## src/rtl/cidf_pkg.sv

```systemverilog
// Shared types and constants of the CAN identifier acceptance filter bank.
// No dependencies; the slot matcher and the top level use it by scoped names.
package cidf_pkg;

  // Item kinds carried on the input tuser bit.
  localparam logic KIND_WRITE = 1'b0;
  localparam logic KIND_FRAME = 1'b1;

  // Fixed sizes of the stream fields.
  localparam int BANK_SLOTS = 16;
  localparam int SLOT_W     = 4;
  localparam int FIELD_W    = 29;
  localparam int MASK_W     = 16;
  localparam int COUNT_W    = 5;

  // Bit positions of the input fields in s_tdata.
  localparam int IN_SLOT_LSB   = 0;
  localparam int IN_ENABLE_BIT = 4;
  localparam int IN_FD_BIT     = 5;
  localparam int IN_EXT_BIT    = 6;
  localparam int IN_REMOTE_BIT = 7;
  localparam int IN_RANGE_BIT  = 8;
  localparam int IN_FIRST_LSB  = 9;
  localparam int IN_SECOND_LSB = 38;
  localparam int IN_ID_LSB     = 67;
  localparam int IN_DATA_W     = 96;
  localparam int OUT_DATA_W    = 24;

  // Class and format flags of a filter slot or of a received frame.
  typedef struct packed {
    logic fd;
    logic ext;
    logic remote;
    logic range_mode;
  } flt_flags_t;

  localparam int FLAG_W = $bits(flt_flags_t);

endpackage

```

## src/rtl/cidf_entry_match.sv

```systemverilog
// Acceptance test of one stored filter slot against one received frame.
// Depends on cidf_pkg for the flag struct.
module cidf_entry_match #(
  parameter int ID_WIDTH = 29
) (
  input  logic                   entry_valid,
  input  cidf_pkg::flt_flags_t   entry_flags,
  input  logic [ID_WIDTH-1:0]    entry_lo,
  input  logic [ID_WIDTH-1:0]    entry_hi,
  input  cidf_pkg::flt_flags_t   frame_flags,
  input  logic [ID_WIDTH-1:0]    frame_id,
  output logic                   hit
);

  logic class_ok;
  logic id_ok;

  // The remote flag only counts for classic frames.
  assign class_ok = entry_valid
                    && (entry_flags.fd == frame_flags.fd)
                    && (entry_flags.ext == frame_flags.ext)
                    && (frame_flags.fd || (entry_flags.remote == frame_flags.remote));

  // Range mode is inclusive at both ends; an inverted range accepts nothing.
  assign id_ok = entry_flags.range_mode ? ((frame_id >= entry_lo) && (frame_id <= entry_hi))
                                        : ((frame_id & entry_lo) == entry_hi);

  assign hit = class_ok && id_ok;

endmodule

```

## src/rtl/can_id_acceptance_filter_unit.sv

```systemverilog
// Top level of the CAN identifier acceptance filter bank.
// Depends on cidf_pkg and instantiates cidf_entry_match.

// The block holds a bank of filter slots in a synchronous memory with one write and one read
// port. Each slot also has one valid flip-flop, so reset leaves every slot invalid at once and
// no clearing pass is needed. A write beat (tuser 0) produces no result. A
// write with slot_enable 0 invalidates the slot, and a write to a slot at or beyond NUM_FILTERS
// is dropped. A frame beat (tuser 1) starts a walk over the slots, one memory read per cycle.
// The read address rests on slot 0 while idle, so slot 0 is read at the accepting edge itself.
// The result is then loaded: each slot goes through the matcher in turn, and then the result
// moves into the output register once that is free or being emptied. The input is ready again
// in the cycle after the load, so no new beat is taken before a walk has finished and its
// result is loaded. The result beat waits in the output register while the next input beat is
// taken; the input is held off only while a walk is running or while a finished result cannot
// yet move into an occupied output register.
module can_id_acceptance_filter_unit #(
  parameter int NUM_FILTERS = 16,
  parameter int ID_WIDTH    = 29
) (
  input  logic                            clk,
  input  logic                            rst,
  input  logic                            s_tvalid,
  output logic                            s_tready,
  // Fields from bit 0 up: slot[3:0], slot_enable, frame_is_fd, ext_format, remote,
  // range_mode, first_value[28:0], second_value[28:0], frame_id[28:0].
  input  logic [cidf_pkg::IN_DATA_W-1:0]  s_tdata,
  // Fields from bit 0 up: kind.
  input  logic                            s_tuser,
  output logic                            m_tvalid,
  input  logic                            m_tready,
  // Fields from bit 0 up: match_mask[15:0], match_count[4:0], any_match, two zero bits.
  output logic [cidf_pkg::OUT_DATA_W-1:0] m_tdata
);

  // Slots that exist in the bank and take part in matching.
  localparam int ACTIVE  = (NUM_FILTERS < cidf_pkg::BANK_SLOTS) ? NUM_FILTERS
                                                                 : cidf_pkg::BANK_SLOTS;
  localparam int AW      = (ACTIVE > 1) ? $clog2(ACTIVE) : 1;
  localparam int ENTRY_W = cidf_pkg::FLAG_W + 2 * ID_WIDTH;
  localparam logic [AW-1:0] LAST_SLOT = AW'(ACTIVE - 1);

  typedef enum logic [1:0] {
    ST_IDLE,
    ST_SCAN,
    ST_FINISH
  } state_t;

  state_t state;

  // Filter memory: {flags, lower value, upper value} per slot, no reset.
  logic [ENTRY_W-1:0] filter_mem [ACTIVE];
  logic [ACTIVE-1:0]  slot_valid;

  logic [AW-1:0]      rd_addr;
  logic [ENTRY_W-1:0] rd_data;
  logic               rd_valid;

  // Decoded input beat.
  logic [cidf_pkg::SLOT_W-1:0] in_slot;
  logic                        in_enable;
  cidf_pkg::flt_flags_t        in_flags;
  logic [ID_WIDTH-1:0]         in_lo;
  logic [ID_WIDTH-1:0]         in_hi;
  logic [ID_WIDTH-1:0]         in_id;
  logic                        in_accept;
  logic                        slot_ok;

  // Frame under test and the running result.
  cidf_pkg::flt_flags_t          frame_flags;
  logic [ID_WIDTH-1:0]           frame_id;
  logic [AW-1:0]                 eval_idx;
  logic [cidf_pkg::MASK_W-1:0]   acc_mask;
  logic [cidf_pkg::COUNT_W-1:0]  acc_count;
  logic [cidf_pkg::MASK_W-1:0]   acc_mask_next;
  logic [cidf_pkg::COUNT_W-1:0]  acc_count_next;

  cidf_pkg::flt_flags_t rd_flags;
  logic [ID_WIDTH-1:0]  rd_lo;
  logic [ID_WIDTH-1:0]  rd_hi;
  logic                 slot_hit;

  assign in_slot             = s_tdata[cidf_pkg::IN_SLOT_LSB +: cidf_pkg::SLOT_W];
  assign in_enable           = s_tdata[cidf_pkg::IN_ENABLE_BIT];
  assign in_flags.fd         = s_tdata[cidf_pkg::IN_FD_BIT];
  assign in_flags.ext        = s_tdata[cidf_pkg::IN_EXT_BIT];
  assign in_flags.remote     = s_tdata[cidf_pkg::IN_REMOTE_BIT];
  assign in_flags.range_mode = s_tdata[cidf_pkg::IN_RANGE_BIT];
  // Values are cut to the identifier width before they are stored or compared.
  assign in_lo               = s_tdata[cidf_pkg::IN_FIRST_LSB +: ID_WIDTH];
  assign in_hi               = s_tdata[cidf_pkg::IN_SECOND_LSB +: ID_WIDTH];
  assign in_id               = s_tdata[cidf_pkg::IN_ID_LSB +: ID_WIDTH];

  assign s_tready  = (state == ST_IDLE);
  assign in_accept = s_tvalid && s_tready;
  assign slot_ok   = (int'(in_slot) < NUM_FILTERS);

  // The walk reads slot 0 while idle, so its data is ready in the first scan cycle, and
  // then fetches the slot after the one being evaluated, or slot 0 at the last slot.
  always_comb begin
    rd_addr = '0;
    if (state == ST_SCAN && eval_idx != LAST_SLOT) begin
      rd_addr = eval_idx + 1'b1;
    end
  end

  // Writes happen only while idle and reads matter only while scanning, so the two
  // never touch the same entry in an overlapping way.
  always_ff @(posedge clk) begin
    if (in_accept && s_tuser == cidf_pkg::KIND_WRITE && slot_ok) begin
      if (in_enable) begin
        filter_mem[in_slot[AW-1:0]] <= {in_flags, in_lo, in_hi};
      end else begin
        filter_mem[in_slot[AW-1:0]] <= '0;
      end
    end
    rd_data <= filter_mem[rd_addr];
  end

  always_ff @(posedge clk) begin
    if (rst) begin
      slot_valid <= '0;
      rd_valid   <= 1'b0;
    end else begin
      if (in_accept && s_tuser == cidf_pkg::KIND_WRITE && slot_ok) begin
        slot_valid[in_slot[AW-1:0]] <= in_enable;
      end
      rd_valid <= slot_valid[rd_addr];
    end
  end

  assign rd_flags = rd_data[ENTRY_W-1 -: cidf_pkg::FLAG_W];
  assign rd_lo    = rd_data[ID_WIDTH +: ID_WIDTH];
  assign rd_hi    = rd_data[0 +: ID_WIDTH];

  cidf_entry_match #(
    .ID_WIDTH (ID_WIDTH)
  ) u_match (
    .entry_valid (rd_valid),
    .entry_flags (rd_flags),
    .entry_lo    (rd_lo),
    .entry_hi    (rd_hi),
    .frame_flags (frame_flags),
    .frame_id    (frame_id),
    .hit         (slot_hit)
  );

  // Fold the current slot's verdict into the bitmap and the count.
  always_comb begin
    acc_mask_next  = acc_mask;
    acc_count_next = acc_count;
    if (slot_hit) begin
      acc_mask_next  = acc_mask | (cidf_pkg::MASK_W'(1) << eval_idx);
      acc_count_next = acc_count + 1'b1;
    end
  end

  always_ff @(posedge clk) begin
    if (rst) begin
      state     <= ST_IDLE;
      m_tvalid  <= 1'b0;
      eval_idx  <= '0;
      acc_mask  <= '0;
      acc_count <= '0;
    end else begin
      // The output register fills when a finished walk finds it free or being emptied.
      if (state == ST_FINISH && (!m_tvalid || m_tready)) begin
        m_tvalid <= 1'b1;
      end else if (m_tready) begin
        m_tvalid <= 1'b0;
      end
      case (state)
        ST_IDLE: begin
          if (in_accept && s_tuser == cidf_pkg::KIND_FRAME) begin
            frame_flags <= in_flags;
            frame_id    <= in_id;
            eval_idx    <= '0;
            acc_mask    <= '0;
            acc_count   <= '0;
            state       <= ST_SCAN;
          end
        end
        ST_SCAN: begin
          acc_mask  <= acc_mask_next;
          acc_count <= acc_count_next;
          eval_idx  <= rd_addr;
          if (eval_idx == LAST_SLOT) begin
            state <= ST_FINISH;
          end
        end
        ST_FINISH: begin
          // Load the result once the output register is free or being emptied.
          if (!m_tvalid || m_tready) begin
            m_tdata <= {2'b00, (acc_count != '0), acc_count, acc_mask};
            state   <= ST_IDLE;
          end
        end
        default: begin
          state <= ST_IDLE;
        end
      endcase
    end
  end

endmodule

```

## config.mk

```make
export PLATFORM = sky130hd
export DESIGN_NAME = can_id_acceptance_filter_unit
export DESIGN_NICKNAME = d
export VERILOG_FILES = /design/src/rtl/cidf_pkg.sv /design/src/rtl/cidf_entry_match.sv /design/src/rtl/can_id_acceptance_filter_unit.sv
export SDC_FILE = /design/constraint.sdc
export NUM_CORES = 2
export LEC_CHECK = 0
export ABC_AREA = 0
export BUFFER_PORTS_ARGS = -buffer_cell sky130_fd_sc_hd__buf_2
export CAP_MARGIN = 30
export CORE_MARGIN = 1
export CORE_UTILIZATION = 56
export DETAILED_ROUTE_END_ITERATION = 10
export PLACE_DENSITY = 0.81
export SLEW_MARGIN = 30
export SYNTH_ARGS = -nofsm -noshare
export SYNTH_HDL_FRONTEND = slang
export SYNTH_HIERARCHICAL = 1
export SYNTH_SLANG_ARGS = --single-unit
```

## constraint.sdc

```tcl
create_clock -name clk -period 7.4 [get_ports clk]
set_clock_uncertainty 0.2 [all_clocks]
set_input_delay 1.48 -clock clk [delete_from_list [all_inputs] [get_ports clk]]
set_output_delay 1.48 -clock clk [all_outputs]
set_load 0.01 [all_outputs]
```

Word-level counts from Yosys, hierarchy flattened
Memories as Yosys holds them, arrays and structs flattened. A register that Yosys moved wholly into a read port is not among the register bits.
Index checks and enable logic that the tools add are counted.
{"block": "classes", "addsub": 2, "magnitude_cmp": 5, "eq_ne": 12, "shifts": 1, "n_mux": 28, "n_bitwise": 5, "n_reduce_logical": 23}
{"operator": "two-way mux 62 bit", "n": 1}
{"operator": "two-way mux 16 bit", "n": 2}
{"operator": "one-hot mux 16 bit (2 select lines)", "n": 1}
{"operator": "bitwise AND 29 bit", "n": 1}
{"operator": "equality test 29 bit", "n": 1}
{"operator": ">= comparator 29 bit", "n": 1}
{"operator": "<= comparator 29 bit", "n": 1}
{"operator": "bitwise mux 16 bit", "n": 1}
{"operator": "OR 16 bit", "n": 1}
{"operator": "left shift 1 x 4 -> 16 bit (first input constant)", "n": 1}
{"operator": "AND reduction 3 bit", "n": 4}
{"operator": "logical AND 1 bit", "n": 11}
{"operator": "two-way mux 1 bit", "n": 11}
{"operator": "< comparator 4 x 5 -> 1 bit (second input constant)", "n": 2}
{"operator": "two-way mux 5 bit", "n": 2}
{"operator": "one-hot mux 5 bit (2 select lines)", "n": 1}
{"operator": "two-way mux 4 bit", "n": 2}
{"operator": "one-hot mux 4 bit (2 select lines)", "n": 1}
{"operator": "two-way mux 2 bit", "n": 3}
{"operator": "!= test 2 x 1 -> 1 bit (second input constant)", "n": 3}
{"operator": "one-hot mux 2 bit (3 select lines)", "n": 1}
{"operator": "adder 5 x 1 -> 5 bit (second input constant)", "n": 1}
{"operator": "nonzero test 5 bit", "n": 1}
{"operator": "adder 4 x 1 -> 4 bit (second input constant)", "n": 1}
{"operator": "16 further kinds", "n": 21}
{"block": "totals", "ff_bits": 99, "mem_bits_rw": 992, "in_bits": 101, "n_memories": 1}
{"name": "filter_mem", "depth": 16, "width": 62, "read_ports": 1, "rd_clocked_by_memory_dff": 1, "write_ports": 1, "line_no": "can_id_acceptance_filter_unit.sv:51", "rtl": "logic [ENTRY_W-1:0] filter_mem [ACTIVE];"}

Logic depth before layout (Yosys ltp)
{"block": "depth", "depth_word": 7, "depth_mapped": 15}

By module
Netlist, hierarchy kept.
{"mod": "can_id_acceptance_filter_unit", "instances": 1, "cells_each": 2581, "area_per_inst_um2": 43973.4, "seq_area_each_um2": 33582.2}
{"mod": "cidf_entry_match", "instances": 1, "cells_each": 280, "area_per_inst_um2": 2175.8, "seq_area_each_um2": 0.0}

Least setup slack after synthesis
Ideal clock, no wire load.
{"block": "synth_path", "kind": "input port to flip-flop", "startpoint": "input port s_tuser", "endpoint": "register slot_valid[2]", "setup_time_ns": 0.128, "t_arrival_ns": 6.942, "required_time_ns": 7.072, "setup_slack_ns": 0.130, "cell_stages": 5, "cell_sequence": "nor4b_1 > nand3b_1 > nor3_1 > mux2i_1 > nor2_1"}
{"block": "synth_via", "elab_chain_len": 2}
{"item": "from (decl)", "line_no": "can_id_acceptance_filter_unit.sv:28", "rtl": "input logic s_tuser,"}
{"item": "inverter 1 bit", "line_no": "can_id_acceptance_filter_unit.sv:124", "rtl": "if (in_accept && s_tuser == cidf_pkg::KIND_WRITE && slot_ok) begin"}
{"item": "logical AND 1 bit", "line_no": "can_id_acceptance_filter_unit.sv:124"}
{"item": "to (signal, indexed assignment)", "line_no": "can_id_acceptance_filter_unit.sv:125", "rtl": "slot_valid[in_slot[AW-1:0]] <= in_enable;"}
{"item": "to (decl)", "line_no": "can_id_acceptance_filter_unit.sv:52", "rtl": "logic [ACTIVE-1:0] slot_valid;"}
Every way passes these cells.
A chain may end at the register's enable or synchronous reset.

Final worst setup path
{"block": "layout_path", "startpoint": "register eval_idx[0]", "endpoint": "register rd_data[49] (read register of filter_mem)"}
{"block": "layout_via", "elab_chain_len": 3}
{"item": "from (decl)", "line_no": "can_id_acceptance_filter_unit.sv:71", "rtl": "logic [AW-1:0] eval_idx;"}
{"item": "from (signal assigned)", "line_no": "can_id_acceptance_filter_unit.sv:185", "rtl": "eval_idx <= rd_addr;"}
{"item": "branches (longest 2 deep; another with adder 4 x 1 -> 4 bit)"}
{"item": "two-way mux 4 bit *", "line_no": "can_id_acceptance_filter_unit.sv:101", "rtl": "if (state == ST_SCAN && eval_idx != LAST_SLOT) begin"}
{"item": "to (decl)", "line_no": "can_id_acceptance_filter_unit.sv:55", "rtl": "logic [ENTRY_W-1:0] rd_data;"}
Every way passes the cells marked *.

==> summary.txt <==
Drt
  – Detailed Route Iter0 Violations: 2956
  – Vias: 26600
  – Routed Antenna Nets: 0
  – DR DRC count: 0
  – Via density: 6.45
  – DR pass1 iterations: 6
  – Routed len/inst: 27.2 um
  – Routed WL: 113 mm

Synthesis
  – Mapped Cells: 2860
  – Mapped Avg Cell Area: 16.1 um2
  – Synthesized area: 0.0461 mm2
  – Yosys Warn Count: 6

Power and ir drop
  – PwrDens: 262 mW/mm2
  – Worst VDD drop: 0.181 mV
  – Static leakage: 0.0177 uW

Clock tree
  – # H-tree levels: 3
  – Post-CTS Hold Buffers: 0
  – Post-CTS Resized: 0
  – Cts bufs inserted: 109
  – Clock slew at reported path FFs: 0.07 ns
  – CTS Buffer Depth: 3
  – CTS tree: yes
  – Clock Latency Late Sink: 0.68 ns
  – # Post-CTS Setup Buffers: 0
  – Clk sinks: 1153
  – CTS Root Cell: clkbuf_16

Placement
  – Final Wtd Congestion: 0.895
  – Worst slack, placed: 2.55 ns
  – I/O Buffers: 124
  – DP Area: 0.0479 mm2
  – HPWL Detailed: 62.0 mm

Timing
  – Setup TNS: 0 ns
  – Crit share post-route: 63.4%
  – RSZ-0062 raised after global routing: false
  – Fin crit period: 4.69 ns
  – Fin. max-slew vios: 0
  – Setup violations, final: 0
  – Relative slew margins: 23.2%
  – Fin worst setup slack: 2.71 ns
  – Worst Tran Pin Value: 1.15 ns
  – Fmax: 0.213 GHz
  – Final hold violation count: 0

Critical path
  – Worst path required time: 7.81 ns
  – CP arrival: 5.10 ns
  – Setup crit start kind: flop
  – Crit end category: flop
  – CP Class: reg2reg
  – Crit path launch: eval_idx[0]$_SDFFE_PP0P_
  – Launch point of the worst reg-to-reg path: eval_idx[0]$_SDFFE_PP0P_
  – Crit-path max FO: 70
  – Flop2flop setup slack: 2.71 ns

Die
  – Die Y: 289 um
  – Rows: 104
  – Initial Utilization: 56.9%
  – Core Footprint: 0.0811 mm2
  – Die area: 0.0835 mm2
  – Die width: 289 um
  – Num ports: 127

Global route
  – Global-route wire length before repair: 166 mm
  – All-Layer GR Usage: 27.0%
  – Initial antenna violation count: 1
  – Largest net degree at the start of global routing: 155
  – Gr ovfl total: 0
  – Vias in the first global route: 27200

Final layout
  – Share of cells above drive strength 1: 22.3%
  – Area of the multi-input gates: 0.0119 mm2
  – Final Cell Area: 0.0517 mm2
  – Commonest non-fill, non-tap cell in the layout: edfxtp_1
  – FF/Latch Area: 0.0336 mm2
  – Synth-to-Final Area Change: 12.1%
  – Filler cell count: 5266
  – Most frequent cells in the layout: edfxtp_1 (1046), nand2_1 (344), mux2_2 (191)
  – Layout Nets: 3174

Worst hold path
  – Hold Crit Class: reg2reg
  – Hold wc startpoint: acc_mask[8]$_SDFFE_PP0P_

Outcome
  – Status: finished, final reports clean

Run
  – Max-cap violations: 0
## sequential cells by signal, summed over array words and instances (netlist names)
name,cells
acc_count,5
acc_mask,16
eval_idx,4
filter_mem,992
frame_flags,3
frame_id,29
m_tdata,22
m_tvalid,1
rd_data,62
rd_valid,1
slot_valid,16
state,2
## where the power goes
| part | switching (uW) | internal (uW) |
|---|---|---|
| sequential | 65.8 | 7200 |
| combinational | 399 | 222 |
| clock | 2370 | 3300 |
| total | 2840 | 10700 |
## through the flow
| stage | cells | utilization, % | hold slack [ns] | total power (uW) |
|---|---|---|---|---|
| after floorplan | 2861 | - | 0.209 | 7760 |
| after global placement | 3924 | 59.0 | 0.224 | 7960 |
| after detailed placement | 3925 | 59.1 | 0.222 | 8000 |
| after CTS | 4130 | 63.6 | 0.234 | 13600 |
| after global routing | 4132 | 63.8 | 0.243 | 13900 |
| final | 4133 | 63.8 | 0.234 | 13600 |
## final timing paths
check / end / depth (start not counted)
worst min-delay path: m_tdata[8]$_DFFE_PP_ / 0
worst max register to register: rd_data[49]$_DFF_P_ / 7
worst min register to register: m_tdata[8]$_DFFE_PP_ / 0
worst max-delay path: rd_data[49]$_DFF_P_ / 7
## critical path: stages (launching register included)
cell,delay [ns]
dfxtp_4,0.78
ha_1,0.39
nand3_1,0.73
nand2_8,0.82
buf_4,0.75
nand2_1,0.14
a221oi_1,0.51
o22a_1,0.22
## metal layers
metal,routed length (um),GRT usage [%]
met1,42700,36.2
met2,53900,43.8
met3,11600,4.96
met4,4310,10.8
met5,9,0
## area by class of cell
cell class	instances	area share, %
repair buffers	171	2.01
inverters	64	0.465
well taps	1060	2.56
diodes	1	0.00484
flip-flops and latches	1153	64.9
multi-input cells	1479	23.0
clock buffers	149	5.88
clock inverters	56	1.20
Power figures use the tool's default switching activity.
